**config.mk**
```make
export PLATFORM = sky130hd
export DESIGN_NAME = cache_tag_lookup_lfu
export DESIGN_NICKNAME = d
export VERILOG_FILES = /design/src/rtl/ctlu_pkg.sv /design/src/rtl/ctlu_ctrl.sv /design/src/rtl/ctlu_datapath.sv /design/src/rtl/cache_tag_lookup_lfu.sv
export VERILOG_INCLUDE_DIRS = /design/src /design/src/rtl
export SDC_FILE = /design/constraint.sdc
export NUM_CORES = 1
export LEC_CHECK = 0
export BUFFER_PORTS_ARGS = -buffer_cell sky130_fd_sc_hd__buf_2
export CORE_ASPECT_RATIO = 0.6
export CORE_MARGIN = 4
export CORE_UTILIZATION = 45
export CTS_BUF_LIST = sky130_fd_sc_hd__clkbuf_8
export DETAILED_ROUTE_END_ITERATION = 8
export SYNTH_ARGS = -nofsm -noshare
export SYNTH_HDL_FRONTEND = slang
export SYNTH_HIERARCHICAL = 1
export SYNTH_SLANG_ARGS = --single-unit
```
**constraint.sdc**
```tcl
create_clock -name clk -period 8.9 [get_ports clk]
set_clock_uncertainty 0.15 [all_clocks]
set_input_delay 1.335 -clock clk [delete_from_list [all_inputs] [get_ports clk]]
set_output_delay 1.335 -clock clk [all_outputs]
set_load 0.005 [all_outputs]
```
**src/rtl/cache_tag_lookup_lfu_macros.svh**
```systemverilog
// ----------------------------------------------------------------------------
// Assertion macros for the cache tag lookup block
// Immediate-style wrappers around concurrent properties clocked on clk.
// ----------------------------------------------------------------------------
`ifndef CACHE_TAG_LOOKUP_LFU_MACROS_SVH
`define CACHE_TAG_LOOKUP_LFU_MACROS_SVH

`ifndef SYNTHESIS

// same-cycle implication, disabled during reset
`define CTLU_ASSERT_IMP(label, ante, cons, msg) \
    label: assert property (@(posedge clk) disable iff (!rst_n) (ante) |-> (cons)) \
        else $error(msg);

// next-cycle implication, disabled during reset
`define CTLU_ASSERT_NXT(label, ante, cons, msg) \
    label: assert property (@(posedge clk) disable iff (!rst_n) (ante) |=> (cons)) \
        else $error(msg);

`else

`define CTLU_ASSERT_IMP(label, ante, cons, msg)
`define CTLU_ASSERT_NXT(label, ante, cons, msg)

`endif

`endif

```
**src/rtl/ctlu_pkg.sv**
```systemverilog
// ----------------------------------------------------------------------------
// ctlu_pkg
// Shared constants and types for the cache tag lookup block.
// ----------------------------------------------------------------------------
`default_nettype none

package ctlu_pkg;

    localparam int ADDR_WIDTH  = 16;
    localparam int OFFSET_BITS = 2;
    localparam int NUM_LINES   = 16;
    localparam int WAYS        = 2;
    localparam int COUNT_BITS  = 16;
    localparam int OUT_LINE_BITS = 4;

    localparam int SETS       = NUM_LINES / WAYS;
    localparam int ROW_BITS   = $clog2(SETS);
    localparam int LINE_BITS  = ROW_BITS + 1;
    localparam int BLOCK_BITS = ADDR_WIDTH - OFFSET_BITS;
    // set-associative tag is the widest one
    localparam int TAG_BITS   = BLOCK_BITS - ROW_BITS;

    typedef enum logic [0:0] {
        ST_IDLE,
        ST_LOOKUP
    } ctlu_state_t;

    typedef struct packed {
        logic load;
        logic lookup;
    } ctlu_cmd_t;

endpackage

`default_nettype wire

```
**src/rtl/ctlu_ctrl.sv**
```systemverilog
// ----------------------------------------------------------------------------
// ctlu_ctrl
// Controller: accepts a request and sequences the tag lookup.
// ----------------------------------------------------------------------------
`default_nettype none

module ctlu_ctrl (
    input  wire logic              clk,
    input  wire logic              rst_n,
    input  wire logic              start,
    output logic                   busy,
    output ctlu_pkg::ctlu_cmd_t    cmd
);
    import ctlu_pkg::*;

    ctlu_state_t state_reg;
    ctlu_state_t state_next;

    always_ff @(posedge clk or negedge rst_n)
    begin
        if (!rst_n)
        begin
            state_reg <= ST_IDLE;
        end
        else
        begin
            state_reg <= state_next;
        end
    end

    always_comb
    begin
        state_next = state_reg;
        cmd.load   = 1'b0;
        cmd.lookup = 1'b0;
        busy       = 1'b0;
        case (state_reg)
            ST_IDLE:
            begin
                if (start)
                begin
                    cmd.load   = 1'b1;
                    state_next = ST_LOOKUP;
                end
            end
            ST_LOOKUP:
            begin
                busy       = 1'b1;
                cmd.lookup = 1'b1;
                state_next = ST_IDLE;
            end
            default:
            begin
                state_next = ST_IDLE;
            end
        endcase
    end

endmodule

`default_nettype wire

```
**src/rtl/ctlu_datapath.sv**
```systemverilog
// ----------------------------------------------------------------------------
// ctlu_datapath
// Tag, valid and hit-count store in two way banks, compare and LFU fill.
// ----------------------------------------------------------------------------
`default_nettype none

module ctlu_datapath (
    input  wire logic                               clk,
    input  wire logic                               rst_n,
    input  wire ctlu_pkg::ctlu_cmd_t                cmd,
    input  wire logic [ctlu_pkg::ADDR_WIDTH-1:0]    address,
    input  wire logic                               cfg_write,
    input  wire logic                               cfg_data,
    output logic                                    result_valid,
    output logic                                    hit,
    output logic                                    replaced,
    output logic [ctlu_pkg::OUT_LINE_BITS-1:0]      line_used
);
    import ctlu_pkg::*;

    logic [ADDR_WIDTH-1:0] addr_reg;
    logic                  mode_reg;

    // line index = {row, way}: way 0 and way 1 live in separate banks
    logic [TAG_BITS-1:0]   tag_mem   [WAYS][SETS];
    logic [COUNT_BITS-1:0] count_mem [WAYS][SETS];
    logic [SETS-1:0]       valid_reg [WAYS];

    logic                  result_valid_reg;
    logic                  hit_reg;
    logic [LINE_BITS-1:0]  line_reg;

    logic [BLOCK_BITS-1:0] block;
    logic [ROW_BITS-1:0]   row;
    logic [TAG_BITS-1:0]   tag_cmp;
    logic [WAYS-1:0]       way_en;
    logic [WAYS-1:0]       match;
    logic [COUNT_BITS-1:0] count_rd [WAYS];
    logic                  any_hit;
    logic                  hit_way;
    logic                  victim_way;
    logic                  way_sel;
    logic [COUNT_BITS-1:0] count_sel;
    logic [COUNT_BITS-1:0] count_inc;

    assign block = addr_reg[ADDR_WIDTH-1:OFFSET_BITS];

    always_comb
    begin
        if (mode_reg)
        begin
            row     = block[ROW_BITS:1];
            tag_cmp = {1'b0, block[BLOCK_BITS-1:LINE_BITS]};
            way_en  = '0;
            way_en[block[0]] = 1'b1;
        end
        else
        begin
            row     = block[ROW_BITS-1:0];
            tag_cmp = block[BLOCK_BITS-1:ROW_BITS];
            way_en  = '1;
        end
    end

    always_comb
    begin
        for (int w = 0; w < WAYS; w++)
        begin
            match[w]    = way_en[w] && valid_reg[w][row] && (tag_mem[w][row] == tag_cmp);
            // an unfilled line has never been counted
            count_rd[w] = valid_reg[w][row] ? count_mem[w][row] : '0;
        end
    end

    assign any_hit    = |match;
    assign hit_way    = mode_reg ? block[0] : ~match[0];
    assign victim_way = mode_reg ? block[0] : (count_rd[1] < count_rd[0]);
    assign way_sel    = any_hit ? hit_way : victim_way;
    assign count_sel  = count_rd[way_sel];
    // saturate at all ones
    assign count_inc  = (&count_sel) ? count_sel : count_sel + COUNT_BITS'(1);

    always_ff @(posedge clk)
    begin
        if (cmd.load)
        begin
            addr_reg <= address;
        end
        if (cmd.lookup)
        begin
            if (any_hit)
            begin
                count_mem[way_sel][row] <= count_inc;
            end
            else
            begin
                tag_mem[way_sel][row]   <= tag_cmp;
                count_mem[way_sel][row] <= '0;
            end
            hit_reg  <= any_hit;
            line_reg <= {row, way_sel};
        end
    end

    always_ff @(posedge clk or negedge rst_n)
    begin
        if (!rst_n)
        begin
            for (int w = 0; w < WAYS; w++)
            begin
                valid_reg[w] <= '0;
            end
            mode_reg         <= 1'b1;
            result_valid_reg <= 1'b0;
        end
        else
        begin
            if (cmd.lookup && !any_hit)
            begin
                valid_reg[way_sel][row] <= 1'b1;
            end
            if (cfg_write)
            begin
                mode_reg <= cfg_data;
            end
            result_valid_reg <= cmd.lookup;
        end
    end

    assign result_valid = result_valid_reg;
    assign hit          = hit_reg;
    assign replaced     = ~hit_reg;
    assign line_used    = OUT_LINE_BITS'(line_reg);

endmodule

`default_nettype wire

```
**src/rtl/cache_tag_lookup_lfu.sv**
```systemverilog
// ----------------------------------------------------------------------------
// cache_tag_lookup_lfu
// Cache tag store with direct-mapped or two-way LFU set-associative lookup.
// ----------------------------------------------------------------------------
// Usage:
//   Request: drive address and raise start; the request is taken at a clock
//   edge where start is high and busy is low. busy stays high for one cycle.
//   Result: result_valid rises from its register after the lookup state and
//   holds hit, replaced and line_used for one cycle; the result is taken at
//   the edge that ends that cycle. The receiver has no backpressure;
//   the result must be taken in that cycle.
//   Requests: a new request is taken once the load/lookup sequence of the
//   controller is idle again, also while a result shows.
//   Set-associative mode compares both ways of a set in the same lookup cycle.
//   Configuration: cfg_data is direct_mapped_mode, written when
//   cfg_valid and cfg_ready are high; cfg_ready is low while busy.
//   Reset: all lines invalid, hit counts treated as zero, direct-mapped
//   mode selected. No clearing pass is needed; valid bits clear at once.
// ----------------------------------------------------------------------------
`default_nettype none

`include "cache_tag_lookup_lfu_macros.svh"

module cache_tag_lookup_lfu (
    input  wire logic                               clk,
    input  wire logic                               rst_n,
    input  wire logic                               start,
    output logic                                    busy,
    input  wire logic [ctlu_pkg::ADDR_WIDTH-1:0]    address,
    input  wire logic                               cfg_valid,
    output logic                                    cfg_ready,
    input  wire logic                               cfg_data,
    output logic                                    result_valid,
    output logic                                    hit,
    output logic                                    replaced,
    output logic [ctlu_pkg::OUT_LINE_BITS-1:0]      line_used
);
    import ctlu_pkg::*;

    ctlu_cmd_t cmd;

    ctlu_ctrl u_ctrl (
        .clk   (clk),
        .rst_n (rst_n),
        .start (start),
        .busy  (busy),
        .cmd   (cmd)
    );

    assign cfg_ready = ~busy;

    ctlu_datapath u_datapath (
        .clk          (clk),
        .rst_n        (rst_n),
        .cmd          (cmd),
        .address      (address),
        .cfg_write    (cfg_valid && cfg_ready),
        .cfg_data     (cfg_data),
        .result_valid (result_valid),
        .hit          (hit),
        .replaced     (replaced),
        .line_used    (line_used)
    );

    `CTLU_ASSERT_NXT(a_req_busy, cmd.load, busy && cmd.lookup, "request did not start lookup")
    `CTLU_ASSERT_NXT(a_req_result, start && !busy, ##1 result_valid, "result missing after request")
    `CTLU_ASSERT_NXT(a_no_back_result, result_valid, !result_valid, "results back to back")
    `CTLU_ASSERT_IMP(a_lookup_idle, result_valid, !busy, "result while lookup in progress")

endmodule

`default_nettype wire
```
==> qor.yml, run 1 <==
status: "finished, final reports clean"
portBuffers: 27
gp_congestion: 0.9912
reg2reg_slack_ps: 500
cp.arrival_ps: 8600
max_clock_freq_mhz: 119.1
antenna_found_initial: 0
grt_max_degree: 46
holdCritStartpoint: "u_datapath/valid_reg[9]$_DFFE_PN0P_"
finalWorstSetupSlack_ps: 503.0
cts_root_buffer: "clkbuf_8"
end_kind: "register"
start_util_pct: 45.43
numCtsBuffers: 71
grt_pass1_wl_mm: 99.39
critical_path.max_stage_delay_ps: 1050
netlist_area_um2: 21010
row_count: 61
synthArstFlopShare_pct: 4.043
hp-class: "register to register"
p_per_area_nw_per_um2: 263.9
final_core_util_pct: 50.94
syn_to_final_growth_pct: 12.14
synth_top_area_cell: "edfxtp_1"
fin_crit_sh_pct: 94.35
dp_hpwl_mm: 45.81
synth_edf_count: 451
route.detailed.drc: 0
layout-drive-gt1-share_pct: 18.01
die_w_um: 287.0
period_needed_ps: 8397
synthMuxAreaShare_pct: 2.906
slowest_stage: "edfxtp_1"
cap_viol_max_count: 0
ys.flop_type: "edfxtp_1"
cts-htree-levels: 3
critPathKind: "register to register"
clockPowerShare_pct: 27.8
synth-compound-area-share_pct: 10.78
clock_sinks: 470
grt_usage_pct: 27.66
largest_reg_flops: 256
yosysTopAreaCellShare_pct: 64.46
setup_tns_ps: 0
synthSimpleGateAreaFrac_pct: 14.51
slew_violations: 0
p_switching_w: 0.001997
hold_end: "u_datapath/valid_reg[9]$_DFFE_PN0P_"
reg2reg_to: "u_datapath/count_mem[1][57]$_DFFE_PP_"
internal_power_w: 0.004221
clkTransAtPathRegs_ps: 60
die_h_um: 175.4
rr_startpoint: "u_datapath/addr_reg[4]$_DFFE_PP_"
switching_share_pct: 32.11
synth_top_family_by_area: "simple AND/OR/NAND/NOR gates"
syn_nets: 1603
postSynthAreaPerCell_um2: 13.42
postCtsSetupBuffers: 0
overflow: 0
rsz0062_at_grt: "no"
syn_inst: 1566
routedWlPerCell_um: 29.94
firstDrtPassIters: 5
pwr-share-comb_pct: 26.4
clk_path_buf_depth: 3
final_cell_mix: "451 x edfxtp_1, 140 x nor2_1, 93 x buf_4, 73 x clkbuf_8, 63 x a21oi_1"
layout_commonest_cell: "edfxtp_1"
p_leak_nw: 8.010
synth-seq-cells: 470
dr.first_iter.drc_count: 2142
synthAdderAreaFrac_pct: 0.9528
final_nets: 1699
holdPathStages: 1
setup_violations: 0
ys_warn_count: 6
routed_wl_mm: 70.06
p_seq_share_pct: 45.8
ant_nets: 0
vdd_ir_drop_max_mv: 0.1194
worst-path-buf-inv: 4
startpoint_type: "register"
pin_count: 30
yosys.area_share.xor_xnor_pct: 0.7504
slew_headroom_pct: 12.57
cp.required_ps: 9100
critical_path.top_delay_family: "simple AND/OR/NAND/NOR gates"
diodes: 0
place_ws_ps: 674.9
core_um2: 46250
cts_tree: "yes"
cts_repair_resize_count: 0
clk_latency_ps: 640
synth.distinct_cells: 89
worstMarginPinSlew_ps: 1307
crit_path_frequent_cell: "buf_4"
dieArea_um2: 50320
hold_buffers: 0
r2r_cells: 26
synth_area_leaders: "edfxtp_1 64%, nor2_1 2.7%, dfrtp_1 2.1%"
grt_pass1_vias: 14087
fillers: 4035
ys_seq_area_share_pct: 66.73
via_count: 14877
cp_max_fo: 30
finalHoldViolCount: 0
viasPerCell: 6.358
-- metal layers --
| layer | share of wire [%] | GRT usage (%) | wire length, um | vias to the layer above |
|---|---|---|---|---|
| met2 | 38 | 34.50 | 26340 | 1041 |
| met3 | 15 | 12.18 | 10850 | 131 |
| met5 | 0 | 0 | 0 | - |
| met1 | 45 | 43.17 | 31190 | 7381 |
| li1 | - | - | - | 6324 |
| met4 | 2.4 | 7.007 | 1681 | 0 |
-- synth_stat cells (all sizes together) (7+ instances only) --
| cell type | count |
|---|---|
| clkbuf | 29 |
| xnor2 | 13 |
| a21oi | 64 |
| nor2 | 151 |
| a21o | 31 |
| dfrtp | 18 |
| nor3b | 7 |
| inv | 40 |
| buf | 70 |
| nor2b | 19 |
| o31ai | 9 |
| or4 | 18 |
| nand4 | 24 |
| and2 | 29 |
| nand2 | 55 |
| nor4 | 22 |
| a31oi | 12 |
| nand3 | 24 |
| o22ai | 50 |
| mux2 | 17 |
| or3 | 60 |
| a211oi | 7 |
| or2 | 19 |
| nand3b | 13 |
| o221ai | 25 |
| o22a | 16 |
| nor3 | 68 |
| a2111oi | 7 |
| o211ai | 23 |
| o221a | 9 |
| edfxtp | 451 |
| o21ai | 22 |
| ha | 16 |
| mux2i | 36 |
| and3 | 14 |
-- worst max-delay path by stage --
stage | to | start | cells past startpoint | slack [ps]
2_1_floorplan | u_datapath/count_mem[0][41]$_DFFE_PP_ | u_datapath/mode_reg$_DFFE_PN1P_ | 26 | 2250
3_3_place_gp | u_datapath/count_mem[1][121]$_DFFE_PP_ | u_datapath/mode_reg$_DFFE_PN1P_ | 27 | 820
3_5_place_dp | u_datapath/count_mem[1][57]$_DFFE_PP_ | u_datapath/addr_reg[4]$_DFFE_PP_ | 26 | 670
4_1_cts | u_datapath/count_mem[1][57]$_DFFE_PP_ | u_datapath/addr_reg[4]$_DFFE_PP_ | 26 | 660
5_1_grt | u_datapath/count_mem[1][57]$_DFFE_PP_ | u_datapath/addr_reg[4]$_DFFE_PP_ | 26 | 1
6_report | u_datapath/count_mem[1][57]$_DFFE_PP_ | u_datapath/addr_reg[4]$_DFFE_PP_ | 26 | 500
-- kinds of logic (layout without fill, tap and decap cells) --
kind of cell / after synthesis / in the layout
simple gates: 556 / 556
flops: 470 / 470
compound gates: 314 / 314
buf+inv: 139 / 283
mux: 53 / 53
xor+xnor: 18 / 18
fa+ha+maj: 16 / 16
-- through the flow --
| stage | hold WS [ps] | instance area (um2) | cells | power [W] |
|---|---|---|---|---|
| 2_1_floorplan | 273.7 | 21010 | 1566 | 0.003929 |
| 3_3_place_gp | 288.4 | 22250 | 2219 | 0.004431 |
| 3_5_place_dp | 295.0 | 22250 | 2219 | 0.004474 |
| 4_1_cts | 310.7 | 23560 | 2340 | 0.006189 |
| 5_1_grt | 319.4 | 23560 | 2340 | 0.006483 |
| 6_report | 308.1 | 23560 | 2340 | 0.006218 |
-- cell type report --
type                    count  area [um2]  area share [%]
well taps                 630       788.3           3.346
flip-flops and latches    470       14020           59.50
clock inverters            48       311.5           1.322
multi-input cells         957        6414           27.22
inverters                  40       150.1          0.6372
clock buffers              73        1005           4.264
repair buffers            122       873.3           3.707
-- power by group through the flow --
stage	combinational (W)	clock, W	sequential [W]
2_1_floorplan	0.00106	0	0.00287
4_1_cts	0.00159	0.00175	0.00285
3_5_place_dp	0.00158	0	0.00289
3_3_place_gp	0.00154	0	0.00289
5_1_grt	0.00176	0.00186	0.00286
6_report	0.00164	0.00173	0.00285
Power figures use the tool's default switching activity.
==> run 2: changes to the inputs <==
==> constraint.sdc (replaced) <==
create_clock -name clk -period 7.39 [get_ports clk]
set_clock_uncertainty 0.15 [all_clocks]
set_input_delay 1.1085 -clock clk [delete_from_list [all_inputs] [get_ports clk]]
set_output_delay 1.1085 -clock clk [all_outputs]
set_load 0.005 [all_outputs]
==> qor.yml, run 2 (synthesis results as in run 1) <==
status: "finished, final reports clean"
routed_wl_mm: 68.51  # -2.2%
worst_hold_slack_ps: 273.9  # -34.17 ps
syn_to_final_growth_pct: 13.93
grt_usage_pct: 26.83  # -0.83 points
clk_path_buf_depth: 3  # unchanged
core_um2: 46250  # unchanged
crit_start: "u_datapath/mode_reg$_DFFE_PN1P_"
layout_commonest_cell: "edfxtp_1"
row_count: 61  # unchanged
numCtsBuffers: 70  # -1.4%
overflow: 0  # unchanged
period_needed_ps: 7176  # -1221 ps
layout-drive-gt1-share_pct: 20.09  # +2.1 points
r2r_cells: 25  # -3.8%
clkTransAtPathRegs_ps: 70  # about the same
setup_violations: 0  # unchanged
critPathKind: "register to register"
dr.first_iter.drc_count: 2147  # +0.23%
fillers: 4008  # -0.67%
cts_root_buffer: "clkbuf_8"
start_util_pct: 45.43  # unchanged
slew_violations: 0  # unchanged
reg2reg_to: "u_datapath/count_mem[1][25]$_DFFE_PP_"
max_clock_freq_mhz: 139.3  # +17%
p_leak_nw: 8.227  # +2.7%
hold_buffers: 0  # unchanged
cp_max_fo: 16  # -47%
ant_nets: 0  # unchanged
clock_sinks: 470  # unchanged
finalHoldViolCount: 0  # unchanged
antenna_found_initial: 0  # unchanged
fin_crit_sh_pct: 97.11  # +2.8 points
startpoint_type: "register"
p_per_area_nw_per_um2: 315.1  # +19%
grt_pass1_vias: 14148  # +0.43%
cp.arrival_ps: 7350  # -1250 ps
via_count: 15113  # +1.6%
slew_headroom_pct: 8.560  # -4.0 points
vdd_ir_drop_max_mv: 0.1527  # +28%
routedWlPerCell_um: 28.76  # -3.9%
diodes: 0  # unchanged
final_nets: 1733  # +2.0%
dieArea_um2: 50320  # unchanged
route.detailed.drc: 0  # unchanged
grt_max_degree: 53  # +15%
dp_hpwl_mm: 46.14  # +0.73%
die_w_um: 287.0  # unchanged
rr_startpoint: "u_datapath/mode_reg$_DFFE_PN1P_"
end_kind: "register"
worstMarginPinSlew_ps: 1370  # +63.50 ps
reg2reg_slack_ps: 210  # -290 ps
hp-class: "input port to asynchronous set/reset pin"
largest_reg_flops: 256  # unchanged
pin_count: 30  # unchanged
final_core_util_pct: 51.75  # +0.81 points
firstDrtPassIters: 5  # unchanged
cap_viol_max_count: 0  # unchanged
viasPerCell: 6.345  # -0.20%
die_h_um: 175.4  # unchanged
cts-htree-levels: 3  # unchanged
clk_latency_ps: 640  # about the same
crit_end: "u_datapath/count_mem[1][25]$_DFFE_PP_"
portBuffers: 27  # unchanged
grt_pass1_wl_mm: 97.08  # -2.3%
gp_congestion: 0.9675  # -2.4%
final_cell_mix: "451 x edfxtp_1, 140 x nor2_1, 120 x buf_4, 72 x clkbuf_8, 63 x a21oi_1"
cp.required_ps: 7560  # -1540 ps
cts_tree: "yes"
-- run 2: worst max-delay path, cell delays in order (launching register included) --
cell	delay, ps
dfstp_4	740
mux2i_4	500
mux2i_1	200
a32oi_1	270
nand2_1	90
buf_4	260
nor4_1	420
buf_4	210
ha_1	240
a211oi_1	340
a21oi_1	120
o21ai_0	200
a311o_1	180
a31oi_1	110
a21oi_4	240
mux2_2	210
ha_1	170
o2111ai_1	140
nor4_1	230
buf_4	200
or3b_4	420
or3_1	490
and4_4	250
nor3_4	260
buf_12	160
nor3_1	50
-- run 2: stage by stage --
| step | total power (W) | instances | setup TNS, ps | instance area, um2 | worst slack [ps] |
|---|---|---|---|---|---|
| after floorplan | 0.004732 | 1566 | 0 | 21010 | 736.5 |
| after global placement | 0.005405 | 2245 | 0 | 22490 | 163.4 |
| after detailed placement | 0.005459 | 2245 | 0 | 22490 | 61.96 |
| after CTS | 0.007482 | 2373 | 0 | 23790 | 29.25 |
| after global routing | 0.007852 | 2382 | -153.4 | 23940 | -35.55 |
| final | 0.007541 | 2382 | 0 | 23940 | 213.6 |
-- run 2: per-layer routing --
| layer | up-vias | global-route usage [%] | part of all wire, % |
|---|---|---|---|
| li1 | 6394 | - | - |
| met1 | 7526 | 42.64 | 44 |
| met2 | 1067 | 34.82 | 39 |
| met3 | 124 | 8.846 | 15 |
| met4 | 2 | 6.614 | 2.1 |
| met5 | - | 1.058 | 0.11 |
-- run 2: what timing repair did --
action / in CTS / in global routing
setup endpoints to repair: 0 / 192
buffers inserted: 0 / 9
gates resized for setup: 0 / 13
-- run 2: area by class of cell --
type                            instances  area (um2)  area share [%]
Sequential cell                       470       14020           58.59
Multi-Input combinational cell        957        6442           26.91
Timing Repair Buffer                  157        1227           5.128
Clock buffer                           72       991.0           4.140
Tap cell                              630       788.3           3.293
Clock inverter                         56       314.1           1.312
Inverter                               40       150.1          0.6273
-- run 2: worst min path at each step --
stage,cells after the start,endpoint,slack (ps),from
6_report,1,u_datapath/valid_reg[0]$_DFFE_PN0P_,270,rst_n
2_1_floorplan,1,u_datapath/valid_reg[14]$_DFFE_PN0P_,270,u_datapath/valid_reg[14]$_DFFE_PN0P_
4_1_cts,1,u_datapath/valid_reg[9]$_DFFE_PN0P_,230,rst_n
5_1_grt,1,u_datapath/valid_reg[9]$_DFFE_PN0P_,260,rst_n
3_3_place_gp,1,u_datapath/valid_reg[13]$_DFFE_PN0P_,290,u_datapath/valid_reg[13]$_DFFE_PN0P_
3_5_place_dp,1,u_datapath/valid_reg[13]$_DFFE_PN0P_,300,u_datapath/valid_reg[13]$_DFFE_PN0P_
-- run 2: report_power, final --
group          switching [W]  internal, W  leakage, nW
sequential         0.0000539      0.00337         4.31
clock                0.00104     0.000992        0.750
combinational        0.00136     0.000720         3.16
total                0.00246      0.00508         8.23
